[src/rtl/fpba_pkg.sv]
package fpba_pkg;

  localparam int MAX_BLOCKS   = 64;
  localparam int SIZE_BITS    = 20;
  localparam int ADDR_BITS    = 24;
  localparam int HEADER_BYTES = 32;
  localparam int HANDLE_BITS  = $clog2(MAX_BLOCKS);
  localparam int COUNT_BITS   = $clog2(MAX_BLOCKS + 1);
  localparam int GRANT_BITS   = SIZE_BITS + 1;
  localparam int CFG_IDX_BITS = 1;
  localparam int CFG_DATA_BITS = ADDR_BITS;

  typedef logic [HANDLE_BITS-1:0] handle_t;
  typedef logic [COUNT_BITS-1:0]  count_t;
  typedef logic [GRANT_BITS-1:0]  grant_t;
  typedef logic [ADDR_BITS-1:0]   addr_t;

  typedef enum logic [1:0] {
    FIT_FIRST = 2'd0,
    FIT_BEST  = 2'd1,
    FIT_WORST = 2'd2,
    FIT_NEXT  = 2'd3
  } fit_t;

  typedef enum logic [2:0] {
    ST_REUSED  = 3'd0,
    ST_GROWN   = 3'd1,
    ST_ZERO    = 3'd2,
    ST_OOM     = 3'd3,
    ST_FREED   = 3'd4,
    ST_BADFREE = 3'd5
  } status_t;

  localparam logic CFG_IDX_POLICY = 1'b0;
  localparam logic CFG_IDX_LIMIT  = 1'b1;

  typedef enum logic [2:0] {
    S_IDLE,
    S_SCAN,
    S_DECIDE,
    S_READ,
    S_OUT
  } state_t;

  // Token passed along the cell chain during a search.
  typedef struct packed {
    logic    vld;
    handle_t idx;
    grant_t  size;
    logic    free;
  } tok_t;

  // Command from the controller to every cell.
  typedef struct packed {
    logic    shift;
    logic    load;
    logic    wr;
    handle_t wr_idx;
    grant_t  wr_size;
    logic    set_free;
    logic    clr_free;
    handle_t mark_idx;
  } cell_cmd_t;

endpackage

[src/rtl/fpba_cell.sv]
module fpba_cell (
  input  logic                clk,
  input  logic                rst_n,
  input  fpba_pkg::handle_t   my_idx,
  input  fpba_pkg::cell_cmd_t cmd,
  input  fpba_pkg::tok_t      tok_in,
  output fpba_pkg::tok_t      tok_out
);
  import fpba_pkg::*;

  // Each cell owns one table entry: its size and free mark. During a search
  // the entries rotate around the ring, one hop per cycle.
  grant_t size_r, size_nxt;
  logic   free_r, free_nxt;
  tok_t   tok_r, tok_nxt;

  always_comb begin
    size_nxt = size_r;
    free_nxt = free_r;
    if (cmd.wr && cmd.wr_idx == my_idx) begin
      size_nxt = cmd.wr_size;
    end
    if (cmd.set_free && cmd.mark_idx == my_idx) begin
      free_nxt = 1'b1;
    end else if ((cmd.clr_free || cmd.wr) &&
                 ((cmd.clr_free && cmd.mark_idx == my_idx) ||
                  (cmd.wr && cmd.wr_idx == my_idx))) begin
      free_nxt = 1'b0;
    end
    tok_nxt = tok_r;
    if (cmd.load) begin
      tok_nxt = '{vld: 1'b1, idx: my_idx, size: size_r, free: free_r};
    end else if (cmd.shift) begin
      tok_nxt = tok_in;
    end
  end

  always_ff @(posedge clk) begin
    if (!rst_n) begin
      free_r <= 1'b0;
      tok_r  <= '0;
    end else begin
      free_r <= free_nxt;
      tok_r  <= tok_nxt;
    end
    size_r <= size_nxt;
  end

  assign tok_out = tok_r;

endmodule

[config.mk]
export PLATFORM = sky130hd
export DESIGN_NAME = fpba_cell
export DESIGN_NICKNAME = d
export VERILOG_FILES = /design/src/rtl/fpba_pkg.sv /design/src/rtl/fpba_cell.sv
export SDC_FILE = /design/constraint.sdc
export NUM_CORES = 1
export LEC_CHECK = 0
export ABC_CLOCK_PERIOD_IN_PS = 3200
export BUFFER_PORTS_ARGS = -buffer_cell sky130_fd_sc_hd__buf_2
export CAP_MARGIN = 20
export CORE_UTILIZATION = 46
export DETAILED_ROUTE_END_ITERATION = 7
export HOLD_SLACK_MARGIN = 0.03
export PLACE_DENSITY = 0.88
export SLEW_MARGIN = 40
export SYNTH_ARGS = -nofsm -noshare
export SYNTH_HDL_FRONTEND = slang
export SYNTH_SLANG_ARGS = --single-unit
export TNS_END_PERCENT = 100
[constraint.sdc]
create_clock -name clk -period 3.2 [get_ports clk]
set_input_delay 0.64 -clock clk [delete_from_list [all_inputs] [get_ports clk]]
set_output_delay 0.64 -clock clk [all_outputs]
set_load 0.02 [all_outputs]
### Word level (Yosys, flattened, before mapping)

Cells that the tools add are included.

* register bits after elaboration: 51
* latch bits: 0
* memory bits (writable): 0
* ROM bits: 0
* bits of input ports: 75
* memories kept: 0

* add/sub/neg operators: 0
* multiply operators: 0
* div/mod/pow operators: 0
* order comparisons: 0
* eq/ne operators: 2
* shifts and indexed selects: 0
* muxes and demuxes: 4
* bitwise operators: 0
* reduce and logical (&&, ||, !) cells: 8

Operators with widths (count)
* 2-to-1 mux 29 bit: 2
* == test 6 bit: 2
* logical AND 1 bit: 4
* nonzero test 2 bit: 2
* logical OR 1 bit: 2
* 2-to-1 mux 1 bit: 2

### Depth between registers and ports, before layout

* word-level depth: 6
* depth in mapped cells: 5
* gate-level depth less buffers: 4

### Least setup slack after synthesis

OpenSTA, ideal clock, no wires.

* kind: input -> register
* from: in my_idx[5]
* to: reg size_r[0] (enable)
* setup time: 0.416 ns
* data arrival time: 2.179 ns
* required time: 2.784 ns
* setup slack: 0.605 ns
* cell stages on the path: 2
* cell sequence: xor2_1 > nor4_2

* longest elaborated chain between the ends: 2

Ends and longest elaborated chain
* from (decl): RTL line fpba_cell.sv:4 `input fpba_pkg::handle_t my_idx,`
* == test 6 bit: RTL line fpba_cell.sv:20 `if (cmd.wr && cmd.wr_idx == my_idx) begin`
* logical AND 1 bit: RTL line fpba_cell.sv:20
* to (signal assigned): RTL line fpba_cell.sv:46 `size_r <= size_nxt;`
* to (decl): RTL line fpba_cell.sv:13 `grant_t size_r, size_nxt;`

Every way passes these cells.
A chain may end at the register's enable or synchronous reset.

### Worst setup path in the final report

* from: in my_idx[1]
* to: reg size_r[3] (enable)

The elaborated chain is that of the path after synthesis.

==> results by group <==
Clock tree
  – TritonCTS Sinks: between 50 and 60
  – Clock Tree Buf Depth: 2
  – Worst skew pair latency: between 0.2 and 0.3 ns
  – H-tree Lvls: 2
  – Post-cts gate resize count: 0
  – Number of buffers added for setup after CTS: 0
  – Root Driver: clkbuf_8
  – Num CTS Buffers: 5
  – Clk slew on worst S/H paths: approximately 0.09 ns
  – Hold buffers post-CTS: 0
  – CTS tree: built

Layout
  – Filler-free cell count of the finished design: 349
  – Commonest non-fill, non-tap cell in the layout: buf_2
  – Nets: 372
  – Leading cell types in the layout, fill and taps excluded: buf_2, dfxtp_1, nand2_1
  – ANT cells: 0
  – Area growth syn-to-layout: 29.2%
  – Share of layout cells above drive strength 1: 38.0%

Timing
  – Skew final: 0.00497 ns
  – RSZ-0062 raised after global routing: no
  – Fmax achieved: 608 MHz
  – Setup TNS: 0 ns
  – Final Hold Vio Count: 0
  – Tcrit/Tclk final: 51.4%
  – Period minus WS final: 1.64 ns
  – Final Setup Violations: 0
  – Slew @ Worst Pin: 0.517 ns
  – Max-slew violation count: 0
  – Relative slew slack: 65.6%

Synth
  – Mean post-synth cell area: about 11 µm²
  – Syn_nets: between 200 and 300
  – Syn Inst Count: 197
  – Seq cells post-synth: slightly above 50
  – Synthesized cell area: 0.00218 mm²
  – Distinct cell type count after synthesis: 22
  – Synth warnings: 0
  – Sequential share of the synthesized area: 56.4%

Route
  – Met2 WL: 2.31 mm
  – Overall via count from detail_route: 1717
  – Remaining routing DRC violations: 0
  – Drt first pass iters: 6
  – WL final: 4.55 mm
  – Final antenna-violating net count: 0
  – Max Used Layer: met4
  – DR WL met3: 241 µm
  – Wire per inst: around 13 µm
  – Post-DR vias/cell: between 4 and 5
  – 1st-iter DRT viols: 75
  – M1 WL: 1.92 mm

Placement
  – Placed Cells: between 300 and 400
  – GPL Wtd Cong: between 0.8 and 0.9
  – Buffers added on ports: 103
  – DP HPWL: 3.29 mm

Worst setup path
  – Startpoint class of the critical path: input port
  – Crit end category: flop
  – Max FO, Critical Path: 22
  – Critical Path RT: 3.17 ns
  – WP data arrival: 1.61 ns
  – Critical path type: in -> reg

Min path
  – Hold WC Path Type: reg -> reg

Pwr
  – Peak VDD IR: 0.236 mV
  – Pwr Density: 444 mW/mm²
  – Leak Pwr: 0.00133 µW

GRT
  – First-pass GRT wire length: between 7 and 8 mm
  – Vias in the first global route: 1712
  – Initial antenna violation count: 0
  – GRT Overall Usage: 19.1%
  – Grt total ovfl: 0
  – Largest net degree at the start of global routing: 32

Die
  – Die W: just over 70 µm
  – Die Ht: slightly above 70 µm
  – Full die area: 0.00502 mm²
  – Core area: 0.00444 mm²
  – Initial core utilization: 49.1%
  – IO Pins: 104
  – Cell Rows: 24

Run status
  – Status: complete, no violations

Run
  – Max-cap viol count: 0
-- final timing paths --
| path | from | endpoint | slack (ns) | depth (start not counted) |
|---|---|---|---|---|
| worst max-delay path | my_idx[1] | size_r[3] | 1.56 | 5 |
| worst min-delay path | free_r | free_r | 0.47 | 2 |
| worst max register to register | tok_out[28] | tok_out[28] | 2.34 | 2 |
| worst min register to register | free_r | free_r | 0.47 | 2 |
-- flip-flops by register name, summed over array words and instances, names as in the netlist --
signal   flops
free_r       1
tok_out     29
size_r      21
-- routing by layer --
metal	GRT usage [%]	vias up
met4	7.11	0
met1	22.0	774
met3	4.84	8
met2	34.4	63
met5	0	-
li1	-	872
-- report_power, final --
part	switching, µW	internal, µW	leakage (µW)
sequential	10.6	700	0.000437
clock	195	150	0.0000373
combinational	104	93.5	0.000859
total	309	944	0.00133
-- critical path: stages --
cell	delay (ns)
buf_2	0.13
xnor2_1	0.17
nand4_1	0.18
nor4_4	0.16
buf_4	0.33
-- cell type report --
class / instances / area (µm²)
Tap cell: 52 / 65.1
Sequential cell: 51 / 1230
Fill cell: 367 / 1620
Multi-Input combinational cell: 134 / 891
Clock inverter: 1 / 7.51
Timing Repair Buffer: 105 / 553
Clock buffer: 6 / 72.6
-- cells in the mapped netlist --
| cell type | count | area [µm²] |
|---|---|---|
| nand4_1 | 2 | 12.5 |
| nor2_1 | 1 | 3.75 |
| nor4_1 | 1 | 6.26 |
| edfxtp_1 | 21 | 631 |
| buf_6 | 2 | 22.5 |
| nor4_2 | 1 | 12.5 |
| o31ai_2 | 1 | 12.5 |
| nand2_1 | 29 | 109 |
| o21ai_1 | 27 | 135 |
| mux2_1 | 1 | 11.3 |
| buf_2 | 4 | 20.0 |
| o21ai_0 | 1 | 5.00 |
| and2_1 | 28 | 175 |
| xor2_1 | 9 | 78.8 |
| xnor2_1 | 3 | 26.3 |
| o21a_1 | 1 | 7.51 |
| buf_1 | 2 | 7.51 |
| and3_1 | 1 | 6.26 |
| mux2i_1 | 28 | 280 |
| dfxtp_1 | 30 | 601 |
| buf_4 | 1 | 7.51 |
| clkbuf_1 | 3 | 11.3 |
-- through the flow --
stage | utilization (%) | setup slack (ns) | power (µW) | hold WS (ns) | area, µm²
2_1_floorplan | - | 0.605 | 838 | 0.447 | 2180
3_3_place_gp | 61.0 | 1.24 | 914 | 0.456 | 2710
3_5_place_dp | 61.6 | 1.22 | 925 | 0.463 | 2740
4_1_cts | 63.4 | 1.52 | 1270 | 0.475 | 2820
5_1_grt | 63.5 | 1.48 | 1310 | 0.497 | 2820
6_report | 63.5 | 1.56 | 1250 | 0.473 | 2820
-- cell families (layout without fill, tap and decap cells) --
logic type | after synthesis | after routing | share of synthesized area (%)
and+or+nand+nor | 63 | 63 | 14.9
buffers and inverters | 12 | 112 | 3.15
xor gates and xnor gates | 12 | 12 | 4.82
AOI/OAI and AO/OA | 30 | 30 | 7.34
muxes | 29 | 29 | 13.4
DFF | 51 | 51 | 56.4
(Power assumes the default switching activity.)
