### config.mk
export PLATFORM = sky130hd
export DESIGN_NAME = fpba_ctrl
export DESIGN_NICKNAME = d
export VERILOG_FILES = /design/src/rtl/fpba_pkg.sv /design/src/rtl/fpba_ram.sv /design/src/rtl/fpba_ctrl.sv
export SDC_FILE = /design/constraint.sdc
export NUM_CORES = 2
export LEC_CHECK = 0
export BUFFER_PORTS_ARGS = -buffer_cell sky130_fd_sc_hd__buf_4
export CAP_MARGIN = 0
export CORE_ASPECT_RATIO = 1.25
export CORE_MARGIN = 10
export CORE_UTILIZATION = 50
export CTS_CLUSTER_SIZE = 25
export DETAILED_ROUTE_END_ITERATION = 8
export MAX_ROUTING_LAYER = met4
export PLACE_DENSITY = 0.68
export SYNTH_ARGS = -nofsm -noshare
export SYNTH_HDL_FRONTEND = slang
export SYNTH_SLANG_ARGS = --single-unit
export TNS_END_PERCENT = 30
### constraint.sdc
create_clock -name clk -period 15.2 [get_ports clk]
set_clock_uncertainty 0.15 [all_clocks]
set_input_delay 1.52 -clock clk [delete_from_list [all_inputs] [get_ports clk]]
set_output_delay 1.52 -clock clk [all_outputs]
set_load 0.005 [all_outputs]
### src/rtl/fpba_pkg.sv
package fpba_pkg;

  localparam int MAX_BLOCKS   = 64;
  localparam int SIZE_BITS    = 20;
  localparam int ADDR_BITS    = 24;
  localparam int HEADER_BYTES = 32;
  localparam int HANDLE_BITS  = $clog2(MAX_BLOCKS);
  localparam int COUNT_BITS   = $clog2(MAX_BLOCKS + 1);
  localparam int GRANT_BITS   = SIZE_BITS + 1;
  localparam int CFG_IDX_BITS = 1;
  localparam int CFG_DATA_BITS = ADDR_BITS;

  typedef logic [HANDLE_BITS-1:0] handle_t;
  typedef logic [COUNT_BITS-1:0]  count_t;
  typedef logic [GRANT_BITS-1:0]  grant_t;
  typedef logic [ADDR_BITS-1:0]   addr_t;

  typedef enum logic [1:0] {
    FIT_FIRST = 2'd0,
    FIT_BEST  = 2'd1,
    FIT_WORST = 2'd2,
    FIT_NEXT  = 2'd3
  } fit_t;

  typedef enum logic [2:0] {
    ST_REUSED  = 3'd0,
    ST_GROWN   = 3'd1,
    ST_ZERO    = 3'd2,
    ST_OOM     = 3'd3,
    ST_FREED   = 3'd4,
    ST_BADFREE = 3'd5
  } status_t;

  localparam logic CFG_IDX_POLICY = 1'b0;
  localparam logic CFG_IDX_LIMIT  = 1'b1;

  typedef enum logic [2:0] {
    S_IDLE,
    S_SCAN,
    S_DECIDE,
    S_READ,
    S_OUT
  } state_t;

  // Token passed along the cell chain during a search.
  typedef struct packed {
    logic    vld;
    handle_t idx;
    grant_t  size;
    logic    free;
  } tok_t;

  // Command from the controller to every cell.
  typedef struct packed {
    logic    shift;
    logic    load;
    logic    wr;
    handle_t wr_idx;
    grant_t  wr_size;
    logic    set_free;
    logic    clr_free;
    handle_t mark_idx;
  } cell_cmd_t;

endpackage

### src/rtl/fpba_ram.sv
module fpba_ram #(
  parameter int WIDTH = 8,
  parameter int DEPTH = 16
) (
  input  logic                     clk,
  input  logic                     we,
  input  logic [$clog2(DEPTH)-1:0] waddr,
  input  logic [WIDTH-1:0]         wdata,
  input  logic [$clog2(DEPTH)-1:0] raddr,
  output logic [WIDTH-1:0]         rdata
);

  logic [WIDTH-1:0] mem [DEPTH];

  always_ff @(posedge clk) begin
    if (we) begin
      mem[waddr] <= wdata;
    end
    rdata <= mem[raddr];
  end

endmodule

### src/rtl/fpba_ctrl.sv
module fpba_ctrl (
  input  logic                clk,
  input  logic                rst_n,
  input  logic                in_valid,
  output logic                in_stall,
  input  logic                in_operation,
  input  logic [19:0]         in_request_size,
  input  logic [5:0]          in_block_handle,
  output logic                out_valid,
  input  logic                out_stall,
  output logic [2:0]          out_status,
  output logic [5:0]          out_result_handle,
  output logic [23:0]         out_data_address,
  output logic [20:0]         out_granted_size,
  input  logic [1:0]          fit_policy,
  input  fpba_pkg::addr_t     heap_limit,
  input  fpba_pkg::tok_t      tok_head,
  output fpba_pkg::cell_cmd_t cmd
);
  import fpba_pkg::*;

  state_t  state_r, state_nxt;
  logic    op_r, op_nxt;
  grant_t  need_r, need_nxt;
  handle_t hnd_r, hnd_nxt;
  count_t  count_r, count_nxt;
  addr_t   top_r, top_nxt;
  handle_t cursor_r, cursor_nxt;
  count_t  step_r, step_nxt;
  logic    found_r, found_nxt;
  handle_t win_r, win_nxt;
  grant_t  wsize_r, wsize_nxt;
  logic    nf_hit_r, nf_hit_nxt;
  handle_t nf_idx_r, nf_idx_nxt;
  grant_t  nf_size_r, nf_size_nxt;
  logic    ovld_r, ovld_nxt;
  status_t ost_r, ost_nxt;
  handle_t oh_r, oh_nxt;
  addr_t   oa_r, oa_nxt;
  grant_t  os_r, os_nxt;
  logic    free_hit_r, free_hit_nxt;

  logic    ram_we;
  handle_t ram_waddr, ram_raddr;
  addr_t   ram_rdata;

  logic    fits, better, in_range;
  handle_t start;
  logic [ADDR_BITS:0] new_top;

  fpba_ram #(.WIDTH(ADDR_BITS), .DEPTH(MAX_BLOCKS)) u_starts (
    .clk(clk), .we(ram_we), .waddr(ram_waddr), .wdata(top_r),
    .raddr(ram_raddr), .rdata(ram_rdata)
  );

  assign in_stall = (state_r != S_IDLE) || ovld_r;
  assign start = ({1'b0, cursor_r} < count_r) ? cursor_r : '0;
  assign in_range = {1'b0, tok_head.idx} < count_r;
  assign fits = tok_head.vld && in_range && tok_head.free && (tok_head.size >= need_r);
  assign new_top = {1'b0, top_r} + (ADDR_BITS+1)'(HEADER_BYTES) + (ADDR_BITS+1)'(need_r);

  always_comb begin
    unique case (fit_t'(fit_policy))
      FIT_BEST:  better = tok_head.size < wsize_r;
      FIT_WORST: better = tok_head.size > wsize_r;
      default:   better = 1'b0;
    endcase
  end

  always_comb begin
    state_nxt = state_r;
    op_nxt = op_r; need_nxt = need_r; hnd_nxt = hnd_r;
    count_nxt = count_r; top_nxt = top_r; cursor_nxt = cursor_r;
    step_nxt = step_r; found_nxt = found_r; win_nxt = win_r; wsize_nxt = wsize_r;
    nf_hit_nxt = nf_hit_r; nf_idx_nxt = nf_idx_r; nf_size_nxt = nf_size_r;
    ovld_nxt = ovld_r; ost_nxt = ost_r; oh_nxt = oh_r; oa_nxt = oa_r; os_nxt = os_r;
    free_hit_nxt = free_hit_r;
    cmd = '0;
    ram_we = 1'b0; ram_waddr = count_r[HANDLE_BITS-1:0]; ram_raddr = win_r;
    if (ovld_r && !out_stall) begin
      ovld_nxt = 1'b0;
    end
    unique case (state_r)
      S_IDLE: begin
        if (in_valid && !in_stall) begin
          op_nxt = in_operation;
          hnd_nxt = in_block_handle;
          need_nxt = (GRANT_BITS'(in_request_size) + GRANT_BITS'(3)) & ~GRANT_BITS'(3);
          if (!in_operation && in_request_size == '0) begin
            ovld_nxt = 1'b1; ost_nxt = ST_ZERO; oh_nxt = '0; oa_nxt = '0; os_nxt = '0;
          end else begin
            cmd.load = 1'b1;
            step_nxt = '0; found_nxt = 1'b0; nf_hit_nxt = 1'b0;
            free_hit_nxt = 1'b0;
            state_nxt = S_SCAN;
          end
        end
      end
      S_SCAN: begin
        cmd.shift = 1'b1;
        if (op_r) begin
          if (tok_head.idx == hnd_r) begin
            free_hit_nxt = in_range && !tok_head.free;
            wsize_nxt = tok_head.size;
          end
        end else if (fits) begin
          if (fit_t'(fit_policy) == FIT_NEXT) begin
            if (tok_head.idx >= start && !found_r) begin
              found_nxt = 1'b1; win_nxt = tok_head.idx; wsize_nxt = tok_head.size;
            end
            if (tok_head.idx < start && !nf_hit_r) begin
              nf_hit_nxt = 1'b1; nf_idx_nxt = tok_head.idx; nf_size_nxt = tok_head.size;
            end
          end else if (!found_r || better) begin
            found_nxt = 1'b1; win_nxt = tok_head.idx; wsize_nxt = tok_head.size;
          end
        end
        step_nxt = step_r + 1'b1;
        if (step_r == count_t'(MAX_BLOCKS - 1)) begin
          state_nxt = S_DECIDE;
        end
      end
      S_DECIDE: begin
        if (op_r) begin
          win_nxt = hnd_r;
          state_nxt = S_READ;
        end else if (found_r || nf_hit_r) begin
          if (!found_r) begin
            win_nxt = nf_idx_r; wsize_nxt = nf_size_r;
          end
          state_nxt = S_READ;
        end else if (count_r == count_t'(MAX_BLOCKS) ||
                     new_top > {1'b0, heap_limit}) begin
          ovld_nxt = 1'b1; ost_nxt = ST_OOM; oh_nxt = '0; oa_nxt = '0; os_nxt = '0;
          state_nxt = S_IDLE;
        end else begin
          ram_we = 1'b1;
          cmd.wr = 1'b1;
          cmd.wr_idx = count_r[HANDLE_BITS-1:0];
          cmd.wr_size = need_r;
          ovld_nxt = 1'b1; ost_nxt = ST_GROWN;
          oh_nxt = count_r[HANDLE_BITS-1:0];
          oa_nxt = top_r + ADDR_BITS'(HEADER_BYTES);
          os_nxt = need_r;
          cursor_nxt = count_r[HANDLE_BITS-1:0];
          count_nxt = count_r + 1'b1;
          top_nxt = new_top[ADDR_BITS-1:0];
          state_nxt = S_IDLE;
        end
      end
      S_READ: begin
        state_nxt = S_OUT;
      end
      S_OUT: begin
        ovld_nxt = 1'b1;
        oh_nxt = win_r;
        state_nxt = S_IDLE;
        if (op_r) begin
          if (free_hit_r) begin
            cmd.set_free = 1'b1; cmd.mark_idx = win_r;
            ost_nxt = ST_FREED; oa_nxt = ram_rdata + ADDR_BITS'(HEADER_BYTES);
            os_nxt = wsize_r;
          end else begin
            ost_nxt = ST_BADFREE; oa_nxt = '0; os_nxt = '0;
          end
        end else begin
          cmd.clr_free = 1'b1; cmd.mark_idx = win_r;
          cursor_nxt = win_r;
          ost_nxt = ST_REUSED; oa_nxt = ram_rdata + ADDR_BITS'(HEADER_BYTES);
          os_nxt = wsize_r;
        end
      end
      default: state_nxt = S_IDLE;
    endcase
  end

  always_ff @(posedge clk) begin
    if (!rst_n) begin
      state_r <= S_IDLE; count_r <= '0; top_r <= '0; cursor_r <= '0; ovld_r <= 1'b0;
      found_r <= 1'b0; nf_hit_r <= 1'b0; free_hit_r <= 1'b0; step_r <= '0;
    end else begin
      state_r <= state_nxt; count_r <= count_nxt; top_r <= top_nxt;
      cursor_r <= cursor_nxt; ovld_r <= ovld_nxt; found_r <= found_nxt;
      nf_hit_r <= nf_hit_nxt; free_hit_r <= free_hit_nxt; step_r <= step_nxt;
    end
    op_r <= op_nxt; need_r <= need_nxt; hnd_r <= hnd_nxt; win_r <= win_nxt;
    wsize_r <= wsize_nxt; nf_idx_r <= nf_idx_nxt; nf_size_r <= nf_size_nxt;
    ost_r <= ost_nxt; oh_r <= oh_nxt; oa_r <= oa_nxt; os_r <= os_nxt;
  end

  assign out_valid = ovld_r;
  assign out_status = ost_r;
  assign out_result_handle = oh_r;
  assign out_data_address = oa_r;
  assign out_granted_size = os_r;

endmodule

Word-level counts from Yosys, hierarchy flattened

Memory sizes are Yosys's and may differ from the RTL's. A register that Yosys moved wholly into a read port is not among the register bits.
Cells that the tools add are included.

Register bits: 185
Bits in writable memories: 1536
Bits of input ports: 86
Output and inout bits: 94
Word-level logic and storage cells: 218
Memories: 1

$add $sub $neg: 7
Order comparisons: 8
Eq/ne operators: 34
Muxes and demuxes: 107
Bitwise operators: 3
Reductions and logical operators: 38

Memory list:

| memory       | words | width | read ports | clocked after memory_dff | wr ports | RTL line       | RTL |
|---|---|---|---|---|---|---|---|
| u_starts.mem | 64    | 24    | 1          | 1                        | 1        | fpba_ram.sv:13 | `logic [WIDTH-1:0] mem [DEPTH];` |

Operators by type and width:

| cell                  | count |
|---|---|
| $mux 21               | 16 |
| $mux 24               | 7 |
| $mux 6                | 20 |
| $mux 28               | 4 |
| $pmux 24 s3           | 1 |
| $pmux 21 s3           | 1 |
| $add 24x6->24 const B | 2 |
| $pmux 21 s2           | 1 |
| $mux 1                | 32 |
| $ne 2x2->1 const B    | 16 |
| $add 24x6->25 const B | 1 |
| $add 25x21->25        | 1 |
| $gt 25x24->1          | 1 |
| $mux 3                | 8 |
| $pmux 6 s2            | 2 |
| $add 20x2->21 const B | 1 |
| $ge 21x21->1          | 1 |
| $gt 21x21->1          | 1 |
| $lt 21x21->1          | 1 |
| $reduce_and 7->1      | 3 |
| $logic_not 20->1      | 1 |
| $reduce_and 5->1      | 4 |
| $ne 3x3->1 const B    | 6 |
| $pmux 6 s3            | 1 |
| 32 further kinds      | 65 |

Longest topological paths before layout

Word-level depth: 10
Mapped depth: 22
Gate-level depth less buffers: 21

By module

From an unflattened synthesis, not the netlist that was laid out.

Cells, all modules: 3803
Area total of the unflattened synthesis: 71054.4 um^2

By module, submodules not included:

| module    | instances | cells each | area an instance (um^2) | sequential area each (um^2) |
|---|---|---|---|---|
| fpba_ram  | 1         | 2611       | 59330.7                 | 46604.7 |
| fpba_ctrl | 1         | 1192       | 11723.7                 | 5004.8 |

Worst setup path before layout

Ideal clock, no wire load.

Path type: reg2out
From: register top_r[3]
To: output port cmd[14] (netlist bit)
Arrival: 5.355 ns
Required time: 13.530 ns
Path slack: 8.175 ns
Stages on the path, launching flop included: 20
Buffers on the path: 2
Cell sequence: dfxtp_1 ha_1 ha_1 fa_1 a211oi_1 o211ai_1 a2111oi_0 o31ai_1 a21oi_1 xnor2_1 ha_1 a211oi_1 o21ai_0 a211o_1 nand4b_1 a2bb2oi_2 nand2_1 buf_2 buf_2 nor2_1

RTL lines:

| element                | RTL line         | RTL |
|---|---|---|
| start, declared        | fpba_ctrl.sv:27  | `addr_t top_r, top_nxt;` |
| start signal, assigned | fpba_ctrl.sv:182 | `state_r <= state_nxt; count_r <= count_nxt; top_r <= top_nxt;` |
| end, declared          | fpba_ctrl.sv:18  | `output fpba_pkg::cell_cmd_t cmd` |

==> impl_metrics.py <==
metrics = {
    "status": {
        "status": "complete, no violations",
    },
    "sta": {
        "worstMarginPinSlew_ps": 1090,
        "fin_tns_setup_ps": 0,
        "slew_headroom": 0.276,
        "hold_viol_final": 0,
        "fmaxAchievable_mhz": 111,
        "finalMaxSlewViolations": 0,
        "min_period_ps": 8990,
        "grt_setup_unrepaired": "no",
        "setup_violations": 0,
        "period_share": 0.591,
    },
    "die": {
        "core_mm2": 0.130,
        "row_count": 148,
        "io_pins": 180,
        "initial_core_util": 0.502,
        "die_width_um": 344,
        "die_h_um": 424,
        "dieArea_mm2": 0.146,
    },
    "placed_design": {
        "gp_congestion": 0.915,
        "io_buffers": 177,
        "dp_hpwl_mm": 99.3,
    },
    "synth": {
        "synth.distinct_cells": 72,
        "ys_warn_count": 0,
        "async_reset_ff_frac": 0,
        "ys_ff_latch": 1612,
        "postSynthCellCount": 3255,
        "ys_top_cells_by_area": "edfxtp_1 (71%), mux4_2 (16%), ha_1 (2.4%)",
        "synth.yosys.seq_area_share": 0.729,
        "synth_edf_count": 1541,
        "synth_area_mm2": 0.0654,
        "yosysTopAreaCell": "edfxtp_1",
        "synth_top_area_frac": 0.707,
        "ys.flop_type": "edfxtp_1",
        "syn_avg_cell_area_um2": 20.1,
    },
    "setup_path": {
        "crit_path_start_kind": "register",
        "crit_path_frequent_cell": "ha_1",
        "slowest_delay_ps": 880,
        "critPathTopFamily": "compound AO/OA/AOI/OAI gates",
        "cp_num_buf_inv": 3,
        "slowest_stage": "a2111oi_0",
        "critPathCaptureType": "output port",
        "required_ps": 13530,
        "cp_data_arrival_time_ps": 7320,
        "crit_type": "reg2out",
        "worstPathCellList": "buf_4 > ha_1 > ha_1 > fa_1 > a211oi_1 > o211ai_1 > a2111oi_0 > o31ai_1 > a21oi_1 > xnor2_1 > ha_1 > a211oi_1 > o21ai_0 > a211o_1 > nand4b_1 > a2bb2oi_2 > nand2_2 > inv_2 > buf_4",
        "critPathMaxFanout": 67,
        "r2r_slack_ps": 6970,
    },
    "grt": {
        "grt_start_max_net_pins": 130,
        "grt_usage": 0.222,
        "grt_use_met1": 0.286,
        "grt_pass1_wl_mm": 230,
        "grt_overflow": 0,
        "grt.met3_usage": 0.0393,
        "use_met2": 0.355,
        "grt.busiest_layer": "met2",
        "grt_pass1_vias": 33105,
        "antenna_found_initial": 3,
    },
    "routing": {
        "vias_per_cell": 6.06,
        "ant_nets": 0,
        "drt_iter0_markers": 3642,
        "num_vias": 32710,
        "route.detailed.drc": 0,
        "finalWirelength_mm": 157,
        "wl_per_cell_um": 29.0,
        "firstDrtPassIters": 5,
    },
    "final_layout": {
        "final_cell_mix": "edfxtp_1 (1541), mux4_2 (462), buf_4 (283)",
        "area_growth_pct": 13.6,
        "regArea_mm2": 0.0477,
        "nNetsFinal": 3762,
        "fillers": 9507,
        "drive_above_1_share": 0.294,
        "layout_commonest_cell": "edfxtp_1",
        "final_util": 0.571,
        "multi_input_area_mm2": 0.0169,
    },
    "clock_tree": {
        "cts_resized": 0,
        "cts_root_buffer": "clkbuf_16",
        "clkSlewWorstSetupHoldPaths_ps": 60,
        "cts_tree": "built",
        "cts_buffers": 154,
        "h-tree-depth": 4,
        "clk_latency_ps": 790,
        "cts_hold_buf": 0,
        "clock_path_buffers": 3,
        "post-cts-setup-buffers": 0,
        "cts_sinks": 1612,
    },
    "pwr": {
        "p_int_w": 0.00702,
        "leakagePower_nw": 27.9,
        "clkPwrFrac": 0.435,
        "p_per_area_mw_per_mm2": 117,
        "switching_share": 0.194,
        "power_frac_comb": 0.014,
        "netSwitchingPower_w": 0.00169,
        "ir_worst_vdd_v": 0.000117,
        "seqPwrFrac": 0.551,
    },
    "job": {
        "maxCapViolations": 0,
    },
    "hold_path": {
        "hp-class": "reg2reg",
    },
}
## layout make-up
type                    instances  area share
flip-flops and latches       1612       0.642
multi-input cells            1398       0.227
clock buffers                 188      0.0546
repair buffers                288      0.0299
well taps                    1725      0.0290
clock inverters                90      0.0119
inverters                      97     0.00490
diodes                          4    0.000135
## worst register-to-register path, delay by kind of cell (launching register included)
kind / cells / cell delay, ps
and+or+nand+nor: 4 / 1410
xor gates and xnor gates: 1 / 160
DFF: 1 / 310
buffers and inverters: 3 / 1500
AOI/OAI and AO/OA: 9 / 3000
adders and majority gates: 4 / 1370
## worst paths after layout
| kind | depth (start not counted) | to | startpoint |
|---|---|---|---|
| max | 19 | cmd[35] | top_r[3] |
| min reg2reg | 2 | free_hit_r | free_hit_r |
| max reg2reg | 21 | u_starts.mem[37][11] | top_r[3] |
| min | 2 | free_hit_r | free_hit_r |
## metal layers
layer	part of all wire	wire length (µm)
met1	0.39	61300
met2	0.50	78500
met3	0.076	11900
met4	0.033	5190
met5	0	0
## metrics by stage
stage	hold WS (ps)	cells	instance area (µm²)	total power [W]	setup slack [ps]
5_1_grt	359	5400	74300	0.00895	5680
3_3_place_gp	310	5120	69400	0.00502	7030
2_1_floorplan	292	3257	65400	0.00496	8170
4_1_cts	331	5398	74300	0.00878	6110
6_report	331	5402	74300	0.00871	6210
3_5_place_dp	322	5120	69400	0.00502	6930
## cells by family (layout without fill, tap and decap cells)
family | Yosys count | in the layout | share of synthesized area
XOR/XNOR | 83 | 83 | 0.0111
flip-flops | 1612 | 1612 | 0.729
AO/OA/AOI/OAI | 241 | 241 | 0.0243
other | 1 | 7 | 0.0000573
AND/OR/NAND/NOR | 475 | 475 | 0.0352
adder cells (fa/ha/maj) | 125 | 125 | 0.0240
buffers and inverters | 247 | 663 | 0.0157
multiplexers | 471 | 471 | 0.160
## flip-flops by register name (all words and copies together), names as in the netlist, 7 cells and up
register,flops
count_r,7
need_r,19
nf_size_r,21
out_data_address,23
out_granted_size,21
step_r,7
top_r,22
u_starts.mem,1408
u_starts.rdata,22
wsize_r,21
## cells in the mapped netlist (10+ instances only)
master / number
dfxtp_1: 71
buf_2: 47
o22ai_1: 38
nor2_1: 143
nand3_1: 40
a21boi_0: 20
and3_1: 27
a21o_1: 19
nor3_1: 16
inv_1: 93
nand2_1: 155
xnor2_1: 44
nand4_1: 22
ha_1: 124
a21oi_1: 57
o21ai_0: 36
edfxtp_1: 1541
clkbuf_1: 83
nor2b_1: 12
xor2_1: 39
mux4_2: 462
and2_1: 10
buf_1: 12
## power by group through the flow
| stage | combinational, W | clock (W) | sequential [W] |
|---|---|---|---|
| floorplan | 0.0000664 | 0 | 0.00490 |
| global route | 0.000133 | 0.00402 | 0.00480 |
| detailed placement | 0.000120 | 0 | 0.00490 |
| CTS | 0.000121 | 0.00385 | 0.00480 |
| finish | 0.000120 | 0.00379 | 0.00480 |
| global placement | 0.000118 | 0 | 0.00490 |
(Power assumes the default switching activity.)
